File: src/rtl/core/jqc_pkg.sv
// Shared types and constants of the job queue with cancel.
`default_nettype none
package jqc_pkg;

  localparam int DEFAULT_QUEUE_DEPTH = 16;
  localparam int DEFAULT_ID_BITS     = 16;

  localparam int CMD_W       = 2;
  localparam int PAGE_W      = 16;
  localparam int ID_W        = 16;
  localparam int STATUS_W    = 3;
  localparam int COUNT_W     = 5;
  localparam int OUT_TOTAL_W = 20;

  // Depth of the command queue between front and back.
  localparam int CQ_DEPTH = 2;

  typedef enum logic [CMD_W-1:0] {
    OP_ADD     = 2'd0,
    OP_PROCESS = 2'd1,
    OP_CANCEL  = 2'd2,
    OP_QUERY   = 2'd3
  } op_t;

  typedef enum logic [STATUS_W-1:0] {
    ST_OK        = 3'd0,
    ST_BAD_PAGES = 3'd1,
    ST_FULL      = 3'd2,
    ST_EMPTY     = 3'd3,
    ST_NOT_FOUND = 3'd4
  } status_t;

  // Classified command handed from front to back.
  typedef struct packed {
    op_t               op;
    logic              no_pages;
    logic [PAGE_W-1:0] pages;
    logic [ID_W-1:0]   want;
  } cmd_t;

endpackage
`default_nettype wire

File: src/rtl/core/jqc_front.sv
// Front end: accepts input beats, classifies them and queues them for the back end.
`default_nettype none
module jqc_front (
  input  wire logic                        clk,
  input  wire logic                        rst,
  input  wire logic                        in_valid,
  output logic                             in_ready,
  input  wire logic [jqc_pkg::CMD_W-1:0]   command,
  input  wire logic [jqc_pkg::PAGE_W-1:0]  page_count,
  input  wire logic [jqc_pkg::ID_W-1:0]    cancel_id,
  output logic                             cmd_valid,
  input  wire logic                        cmd_ready,
  output jqc_pkg::cmd_t                    cmd
);

  localparam int PTR_W = (jqc_pkg::CQ_DEPTH > 1) ? $clog2(jqc_pkg::CQ_DEPTH) : 1;
  localparam int CNT_W = $clog2(jqc_pkg::CQ_DEPTH + 1);

  jqc_pkg::cmd_t   item;
  jqc_pkg::cmd_t   q [jqc_pkg::CQ_DEPTH];
  logic [PTR_W-1:0] wr_ptr;
  logic [PTR_W-1:0] rd_ptr;
  logic [CNT_W-1:0] count;
  logic             push;
  logic             pop;

  always_comb begin
    item.pages    = page_count;
    item.want     = cancel_id;
    item.no_pages = (page_count == '0);
    item.op       = jqc_pkg::op_t'(command);
  end

  assign in_ready  = (count != CNT_W'(jqc_pkg::CQ_DEPTH));
  assign cmd_valid = (count != '0);
  assign cmd       = q[rd_ptr];
  assign push      = in_valid && in_ready;
  assign pop       = cmd_valid && cmd_ready;

  always_ff @(posedge clk) begin
    if (push) begin
      q[wr_ptr] <= item;
    end
    if (rst) begin
      wr_ptr <= '0;
      rd_ptr <= '0;
      count  <= '0;
    end else begin
      if (push) begin
        wr_ptr <= (wr_ptr == PTR_W'(jqc_pkg::CQ_DEPTH - 1)) ? '0 : wr_ptr + PTR_W'(1);
      end
      if (pop) begin
        rd_ptr <= (rd_ptr == PTR_W'(jqc_pkg::CQ_DEPTH - 1)) ? '0 : rd_ptr + PTR_W'(1);
      end
      if (push && !pop) begin
        count <= count + CNT_W'(1);
      end else if (pop && !push) begin
        count <= count - CNT_W'(1);
      end
    end
  end

endmodule
`default_nettype wire

File: src/rtl/core/jqc_back.sv
// Back end: circular job store, sequencer for add, process and cancel, result register.
`default_nettype none
module jqc_back #(
  parameter int QUEUE_DEPTH = jqc_pkg::DEFAULT_QUEUE_DEPTH,
  parameter int ID_BITS     = jqc_pkg::DEFAULT_ID_BITS
) (
  input  wire logic                             clk,
  input  wire logic                             rst,
  input  wire logic                             cmd_valid,
  output logic                                  cmd_ready,
  input  wire jqc_pkg::cmd_t                    cmd,
  output logic                                  out_valid,
  input  wire logic                             out_ready,
  output logic [jqc_pkg::STATUS_W-1:0]          status,
  output logic [jqc_pkg::ID_W-1:0]              job_id,
  output logic [jqc_pkg::PAGE_W-1:0]            job_pages,
  output logic [jqc_pkg::COUNT_W-1:0]           pending_count,
  output logic [jqc_pkg::OUT_TOTAL_W-1:0]       pages_waiting
);

  localparam int PAGE_W = jqc_pkg::PAGE_W;
  localparam int PTR_W  = $clog2(QUEUE_DEPTH);
  localparam int OCC_W  = $clog2(QUEUE_DEPTH + 1);
  localparam int SUM_W  = PTR_W + 1;
  localparam int TOT_W  = PAGE_W + OCC_W;
  localparam int WORD_W = ID_BITS + PAGE_W;
  localparam int CMP_W  = TOT_W + jqc_pkg::OUT_TOTAL_W;

  typedef enum logic [4:0] {
    S_IDLE    = 5'b00001,
    S_PROC_RD = 5'b00010,
    S_SCAN    = 5'b00100,
    S_SHIFT   = 5'b01000,
    S_RESP    = 5'b10000
  } state_t;

  state_t             state;
  logic [PTR_W-1:0]   head;
  logic [OCC_W-1:0]   occ;
  logic [TOT_W-1:0]   total;
  logic [ID_BITS-1:0] next_id;
  logic [OCC_W-1:0]   chk_pos;
  logic [ID_BITS-1:0] want;

  logic [jqc_pkg::STATUS_W-1:0] res_status;
  logic [ID_BITS-1:0]           res_id;
  logic [PAGE_W-1:0]            res_pages;

  logic [WORD_W-1:0]  mem [QUEUE_DEPTH];
  logic [WORD_W-1:0]  rdata;
  logic [WORD_W-1:0]  wdata;
  logic [PTR_W-1:0]   raddr;
  logic [PTR_W-1:0]   waddr;
  logic               mem_we;

  logic [ID_BITS-1:0] rd_id;
  logic [PAGE_W-1:0]  rd_pages;
  logic [OCC_W-1:0]   occ_m1;
  logic               is_full;
  logic               add_ok;
  logic [ID_BITS-1:0] id_inc;
  logic               slot_free;
  logic [CMP_W-1:0]   tot_ext;

  function automatic logic [PTR_W-1:0] wrap_idx(input logic [PTR_W-1:0] base,
                                                input logic [OCC_W-1:0] off);
    logic [SUM_W-1:0] sum;
    sum = SUM_W'(base) + SUM_W'(off);
    if (sum >= SUM_W'(QUEUE_DEPTH)) begin
      sum = sum - SUM_W'(QUEUE_DEPTH);
    end
    return sum[PTR_W-1:0];
  endfunction

  assign rd_id     = rdata[PAGE_W +: ID_BITS];
  assign rd_pages  = rdata[PAGE_W-1:0];
  assign occ_m1    = occ - OCC_W'(1);
  assign is_full   = (occ == OCC_W'(QUEUE_DEPTH));
  assign add_ok    = (cmd.op == jqc_pkg::OP_ADD) && !cmd.no_pages && !is_full;
  assign id_inc    = next_id + ID_BITS'(1);
  assign cmd_ready = (state == S_IDLE);
  assign slot_free = !out_valid || out_ready;
  assign tot_ext   = CMP_W'(total);

  // Store port control
  always_comb begin
    mem_we = 1'b0;
    waddr  = wrap_idx(head, occ);
    wdata  = {next_id, cmd.pages};
    raddr  = wrap_idx(head, chk_pos + OCC_W'(1));
    unique case (state)
      S_IDLE: begin
        raddr  = head;
        mem_we = cmd_valid && add_ok;
      end
      S_SHIFT: begin
        mem_we = 1'b1;
        waddr  = wrap_idx(head, chk_pos - OCC_W'(1));
        wdata  = rdata;
      end
      default: ;
    endcase
  end

  always_ff @(posedge clk) begin
    if (mem_we) begin
      mem[waddr] <= wdata;
    end
    rdata <= mem[raddr];
  end

  // Result valid: raised when a result is loaded, dropped once taken
  always_ff @(posedge clk) begin
    if (rst) begin
      out_valid <= 1'b0;
    end else if (state == S_RESP && slot_free) begin
      out_valid <= 1'b1;
    end else if (out_ready) begin
      out_valid <= 1'b0;
    end
  end

  // Sequencer
  always_ff @(posedge clk) begin
    if (rst) begin
      state     <= S_IDLE;
      head      <= '0;
      occ       <= '0;
      total     <= '0;
      next_id   <= ID_BITS'(1);
      chk_pos   <= '0;
    end else begin
      unique case (state)
        S_IDLE: begin
          if (cmd_valid) begin
            res_id    <= '0;
            res_pages <= '0;
            res_status <= jqc_pkg::ST_OK;
            chk_pos   <= '0;
            want      <= ID_BITS'(cmd.want);
            state     <= S_RESP;
            unique case (cmd.op)
              jqc_pkg::OP_ADD: begin
                if (cmd.no_pages) begin
                  res_status <= jqc_pkg::ST_BAD_PAGES;
                end else if (is_full) begin
                  res_status <= jqc_pkg::ST_FULL;
                end else begin
                  res_id  <= next_id;
                  occ     <= occ + OCC_W'(1);
                  total   <= total + TOT_W'(cmd.pages);
                  next_id <= (id_inc == '0) ? ID_BITS'(1) : id_inc;
                end
              end
              jqc_pkg::OP_PROCESS: begin
                if (occ == '0) begin
                  res_status <= jqc_pkg::ST_EMPTY;
                end else begin
                  state <= S_PROC_RD;
                end
              end
              jqc_pkg::OP_CANCEL: begin
                if (occ == '0) begin
                  res_status <= jqc_pkg::ST_NOT_FOUND;
                end else begin
                  state <= S_SCAN;
                end
              end
              default: ;
            endcase
          end
        end
        S_PROC_RD: begin
          res_id    <= rd_id;
          res_pages <= rd_pages;
          head      <= wrap_idx(head, OCC_W'(1));
          occ       <= occ_m1;
          total     <= total - TOT_W'(rd_pages);
          state     <= S_RESP;
        end
        S_SCAN: begin
          // rdata holds entry chk_pos; entry chk_pos+1 is being read
          if (rd_id == want) begin
            res_id    <= rd_id;
            res_pages <= rd_pages;
            total     <= total - TOT_W'(rd_pages);
            if (chk_pos == occ_m1) begin
              occ   <= occ_m1;
              state <= S_RESP;
            end else begin
              chk_pos <= chk_pos + OCC_W'(1);
              state   <= S_SHIFT;
            end
          end else if (chk_pos == occ_m1) begin
            res_status <= jqc_pkg::ST_NOT_FOUND;
            state      <= S_RESP;
          end else begin
            chk_pos <= chk_pos + OCC_W'(1);
          end
        end
        S_SHIFT: begin
          // entry chk_pos moves down one place
          if (chk_pos == occ_m1) begin
            occ   <= occ_m1;
            state <= S_RESP;
          end else begin
            chk_pos <= chk_pos + OCC_W'(1);
          end
        end
        S_RESP: begin
          if (slot_free) begin
            status        <= res_status;
            job_id        <= jqc_pkg::ID_W'(res_id);
            job_pages     <= res_pages;
            pending_count <= jqc_pkg::COUNT_W'(occ);
            pages_waiting <= (tot_ext > CMP_W'({jqc_pkg::OUT_TOTAL_W{1'b1}})) ?
                             {jqc_pkg::OUT_TOTAL_W{1'b1}} :
                             jqc_pkg::OUT_TOTAL_W'(tot_ext);
            state         <= S_IDLE;
          end
        end
        default: state <= S_IDLE;
      endcase
    end
  end

`ifndef SYNTHESIS
  a_occ_bound: assert property (@(posedge clk) disable iff (rst)
    occ <= OCC_W'(QUEUE_DEPTH))
    else $error("occupancy beyond queue depth");

  a_id_nonzero: assert property (@(posedge clk) disable iff (rst)
    next_id != '0)
    else $error("next job id is zero");

  a_scan_in_range: assert property (@(posedge clk) disable iff (rst)
    (state == S_SCAN) |-> (chk_pos < occ))
    else $error("scan position outside queue");

  a_shift_in_range: assert property (@(posedge clk) disable iff (rst)
    (state == S_SHIFT) |-> (chk_pos != '0 && chk_pos < occ))
    else $error("shift position outside queue");

  a_resp_waits: assert property (@(posedge clk) disable iff (rst)
    (state == S_RESP && out_valid && !out_ready) |=> (state == S_RESP))
    else $error("result dropped while output stalled");
`endif

endmodule
`default_nettype wire

File: src/rtl/core/job_queue_with_cancel.sv
// Top level of the job queue with cancel: front end, command queue, back end.
// Path to a result: the command queue registers the beat and the back end takes it in
// S_IDLE; process takes the head in S_PROC_RD; a cancel scans in S_SCAN and, on a hit,
// compacts the entries behind it in S_SHIFT, passing each entry once, hit or miss; a
// cancel on an empty queue goes straight to S_RESP, where the result is registered.
// One command executes at a time. A stalled result holds the back end,
// then the 2-deep command queue fills and in_ready drops.
// Reset (rst, synchronous): queue emptied, total cleared, next id set to one; job store
// contents are not cleared and need no clearing pass.
`default_nettype none
module job_queue_with_cancel #(
  parameter int QUEUE_DEPTH = jqc_pkg::DEFAULT_QUEUE_DEPTH,
  parameter int ID_BITS     = jqc_pkg::DEFAULT_ID_BITS
) (
  input  wire logic                             clk,
  input  wire logic                             rst,
  input  wire logic                             in_valid,
  output logic                                  in_ready,
  input  wire logic [jqc_pkg::CMD_W-1:0]        command,
  input  wire logic [jqc_pkg::PAGE_W-1:0]       page_count,
  input  wire logic [jqc_pkg::ID_W-1:0]         cancel_id,
  output logic                                  out_valid,
  input  wire logic                             out_ready,
  output logic [jqc_pkg::STATUS_W-1:0]          status,
  output logic [jqc_pkg::ID_W-1:0]              job_id,
  output logic [jqc_pkg::PAGE_W-1:0]            job_pages,
  output logic [jqc_pkg::COUNT_W-1:0]           pending_count,
  output logic [jqc_pkg::OUT_TOTAL_W-1:0]       pages_waiting
);

  // Classified beat waiting for the back end
  logic          cmd_valid;
  logic          cmd_ready;
  jqc_pkg::cmd_t cmd;

  // Front end: decode command, flag zero pages, hold up to two beats
  jqc_front u_front (
    .clk        (clk),
    .rst        (rst),
    .in_valid   (in_valid),
    .in_ready   (in_ready),
    .command    (command),
    .page_count (page_count),
    .cancel_id  (cancel_id),
    .cmd_valid  (cmd_valid),
    .cmd_ready  (cmd_ready),
    .cmd        (cmd)
  );

  // Back end: circular store, id counter, running page total, search and compaction
  jqc_back #(
    .QUEUE_DEPTH (QUEUE_DEPTH),
    .ID_BITS     (ID_BITS)
  ) u_back (
    .clk           (clk),
    .rst           (rst),
    .cmd_valid     (cmd_valid),
    .cmd_ready     (cmd_ready),
    .cmd           (cmd),
    .out_valid     (out_valid),
    .out_ready     (out_ready),
    .status        (status),
    .job_id        (job_id),
    .job_pages     (job_pages),
    .pending_count (pending_count),
    .pages_waiting (pages_waiting)
  );

endmodule
`default_nettype wire
File: config.mk
export PLATFORM = sky130hd
export DESIGN_NAME = job_queue_with_cancel
export DESIGN_NICKNAME = d
export VERILOG_FILES = /design/src/rtl/core/jqc_pkg.sv /design/src/rtl/core/jqc_front.sv /design/src/rtl/core/jqc_back.sv /design/src/rtl/core/job_queue_with_cancel.sv
export SDC_FILE = /design/constraint.sdc
export NUM_CORES = 1
export LEC_CHECK = 0
export BUFFER_PORTS_ARGS = -buffer_cell sky130_fd_sc_hd__buf_2
export CORE_MARGIN = 10
export CORE_UTILIZATION = 56
export DETAILED_ROUTE_END_ITERATION = 10
export PLACE_DENSITY = 0.76
export SETUP_SLACK_MARGIN = 0.1
export SKIP_CTS_REPAIR_TIMING = 1
export SLEW_MARGIN = 20
export SYNTH_ARGS = -nofsm -noshare
export SYNTH_HDL_FRONTEND = slang
export SYNTH_SLANG_ARGS = --single-unit
File: constraint.sdc
create_clock -name clk -period 6 [get_ports clk]
set_clock_uncertainty 0.15 [all_clocks]
set_input_delay 0.3 -clock clk [delete_from_list [all_inputs] [get_ports clk]]
set_output_delay 0.3 -clock clk [all_outputs]
set_load 0.02 [all_outputs]
==> flow_metrics.tcl <==
set metrics [dict create \
    run_status "finished with violations" \
    failed_checks "hold timing" \
    post_synth.cell_area_avg_um2 15.66 \
    grt_pass1_vias 18305 \
    fin_ws_ns 1.044 \
    hold_violations 1 \
    synthArstFlopShare_pct 0 \
    post-dp-hpwl_um 45410 \
    start_util_pct 56.38 \
    ant_nets 0 \
    rows 89 \
    cts.path.max_buffers 3 \
    cts_tree "done" \
    ys_ff_latch 787 \
    clockRootBuffer "clkbuf_16" \
    synth-seq-area-share_pct 68.33 \
    cp.required_ns 6.33 \
    vias_per_cell 5.894 \
    finalSetupTns_ns 0 \
    clk_latency_ns 0.63 \
    final_area_um2 37870 \
    fin_nets 2355 \
    fp.dieH_um 263.5 \
    worstSetupPathType "flip-flop to flip-flop" \
    drt_iter0_drc 1622 \
    max_stage_delay_ns 0.94 \
    synth_warnings 0 \
    cp_max_fo 36 \
    antenna_found_initial 5 \
    p_per_area_nw_per_um2 424.8 \
    core_area_um2 58910 \
    irDropWorstVdd_uv 403.4 \
    die_area_um2 69450 \
    track_usage_pct 20.42 \
    relSlewSlack_pct 29.90 \
    clkTransAtPathRegs_ns 0.06 \
    cts-htree-levels 3 \
    finalHoldWorstSlack_ns -0.01840 \
    regToRegSetupSlack_ns 1.04 \
    maxCapViolCount 0 \
    grt_pass1_wl_um 110200 \
    critPathCaptureType "flip-flop" \
    hold_path.class "primary input to flip-flop" \
    synth.distinct_cells 82 \
    worstPathCellList "mux2i_1 -> ha_1 -> o211ai_1 -> or3_1 -> nand3_1 -> o21ai_0 -> ha_1 -> and3_1 -> a221o_1 -> a21oi_1 -> a21oi_1 -> a221oi_1 -> mux2i_1 -> o21ai_0" \
    rsz0062_at_grt "no" \
    drc 0 \
    cp.arrival_ns 5.28 \
    setup_viol 0 \
    synth_edf_count 693 \
    routed_wl_um 72300 \
    drive_above_1_share_pct 15.92 \
    post-place-ws_ns 1.090 \
    crit_path_start_kind "flip-flop" \
    crit_slowest_cell "dfxtp_2" \
    synth.cell_area_um2 33210 \
    fin_crit_ns 4.956 \
    fin_crit_sh_pct 82.60 \
    worst_slew_pin_slew_ns 1.049 \
    clkSinkCount 787 \
    ys.flop_type "edfxtp_1" \
    syn-num-nets 2204 \
    numCtsBuffers 77 \
    wl_per_cell_um 23.25 \
    synth_cells 2121 \
    leakagePower_uw 0.01573 \
    vias 18331 \
    gp_congestion 0.8703 \
    grt_max_degree 80 \
    drv_slew 0 \
    num_antenna_cells 0 \
    placedInstanceArea_um2 34760 \
    fmax_mhz 201.8 \
    ioPinCount 100 \
    port_buffers 99 \
    area_growth_pct 14.02 \
    die_w_um 263.5 \
    drtPass1Iterations 5 \
    grt_overflow 0 \
]
worst paths after layout:
kind                                   start                       endpoint  cells after the start
hold reg to reg   u_back.res_id[2]$_DFFE_PP_     u_back.job_id[2]$_DFFE_PP_                      0
setup / recovery                   flip-flop  u_back.total[18]$_SDFFE_PP0P_                     14
hold / removal                      in_valid    u_front.wr_ptr$_SDFFE_PP0P_                      4
setup reg to reg                   flip-flop  u_back.total[18]$_SDFFE_PP0P_                     14
placed cells by master, fill, tap and decap left out, types with 6 or more instances in the layout:
cell type / count
buf_2: 99
and4_1: 6
a31oi_1: 9
o21ai_0: 26
dfxtp_1: 93
dlygate4sd3_1: 35
a211oi_1: 8
inv_1: 32
clkbuf_16: 79
nor3_1: 28
a21oi_2: 13
nand3_1: 24
or2_2: 21
o21a_1: 11
xnor2_1: 47
nor2_1: 78
a21oi_1: 56
xor2_1: 31
clkbuf_1: 17
nor4_1: 8
nand3b_1: 6
buf_4: 34
bufinv_16: 11
edfxtp_1: 693
nand4_1: 14
a21o_1: 15
nor2_4: 18
clkinv_2: 10
o211ai_1: 7
a22o_1: 17
nand2_1: 45
mux2i_1: 500
and3_1: 24
or3_1: 9
mux2_2: 35
clkinv_1: 9
nand2b_1: 12
ha_1: 41
Yosys cell counts, types with 10 or more instances:
cell type	count	area, um2
nand3_1	24	120.1
dfxtp_1	94	1882
and3_1	25	156.4
clkbuf_1	34	127.6
nand4_1	14	87.58
a22o_1	17	148.9
ha_1	41	513.0
buf_2	53	265.3
nor2_1	95	356.6
edfxtp_1	693	20810
mux2_2	35	394.1
a21oi_1	70	350.3
nor3_1	28	140.1
xnor2_1	47	411.6
or2_2	21	131.4
a21o_1	15	112.6
inv_1	32	120.1
nand2b_1	12	75.07
nand2_1	45	168.9
o21a_1	11	82.58
a211oi_1	10	75.07
o21ai_0	27	135.1
mux2i_1	501	5015
xor2_1	32	280.3
metrics by stage:
stage | utilization [%] | instances | power [uW]
after detailed placement | 59.00 | 2930 | 11080
final | 64.28 | 3110 | 16090
after floorplan | - | 2121 | 10010
after global routing | 64.28 | 3110 | 16750
after CTS | 63.56 | 3074 | 16120
after global placement | 58.98 | 2930 | 10970
metal layers:
layer  global-route usage, %  routed length [um]  share of wire (%)  vias to the layer above
li1                        -                   -                  -                     8441
met1                   27.96               31140                 43                     9194
met2                   33.08               34280                 47                      590
met3                   3.486                5284                7.3                      106
met4                   5.965                1601                2.2                        0
met5                       0                   0                  0                        -
power breakdown:
part,leakage [uW],switching [uW],internal [uW]
clock,0.00129,2050,2990
sequential,0.00712,376,6540
combinational,0.00732,2370,1770
total,0.0157,4790,11300
area by class of cell:
class	instances	area, um2
Fill cell	4106	21040
Inverter	33	123.9
Sequential cell	787	22690
Clock buffer	101	2110
Multi-Input combinational cell	1200	10200
Timing Repair Buffer	173	1201
Tap cell	773	967.2
Clock inverter	43	573.1
kinds of logic after synthesis:
kind of cell             synth area share [%]
AO/OA/AOI/OAI                           4.359
adder cells (fa/ha/maj)                 1.786
flip-flops                              68.33
AND/OR/NAND/NOR                         5.128
multiplexers                            16.51
XOR/XNOR                                2.083
buffers and inverters                   1.805
sequential cells by signal (all words and copies together) (netlist names), 4 cells and up, named ones only:
signal and cells:
u_back.job_pages 16, u_back.state 5, u_back.occ 5, u_back.job_id 16, u_back.next_id 16, u_back.chk_pos 5, u_back.head 4, u_back.res_id 16
u_back.total 21, u_back.rdata 32, u_back.want 16, u_back.res_pages 16, u_back.pages_waiting 20, u_front.q 70, u_back.mem 512, u_back.pending_count 5
critical path, delay by kind of cell, from the launching register on:
kind | cells | cell delay [ns]
adders and majority gates | 2 | 0.68
and+or+nand+nor | 3 | 0.75
DFF | 1 | 0.94
AOI/OAI and AO/OA | 7 | 1.60
muxes | 2 | 0.65
Note: power is estimated with default switching activity, not from simulation.
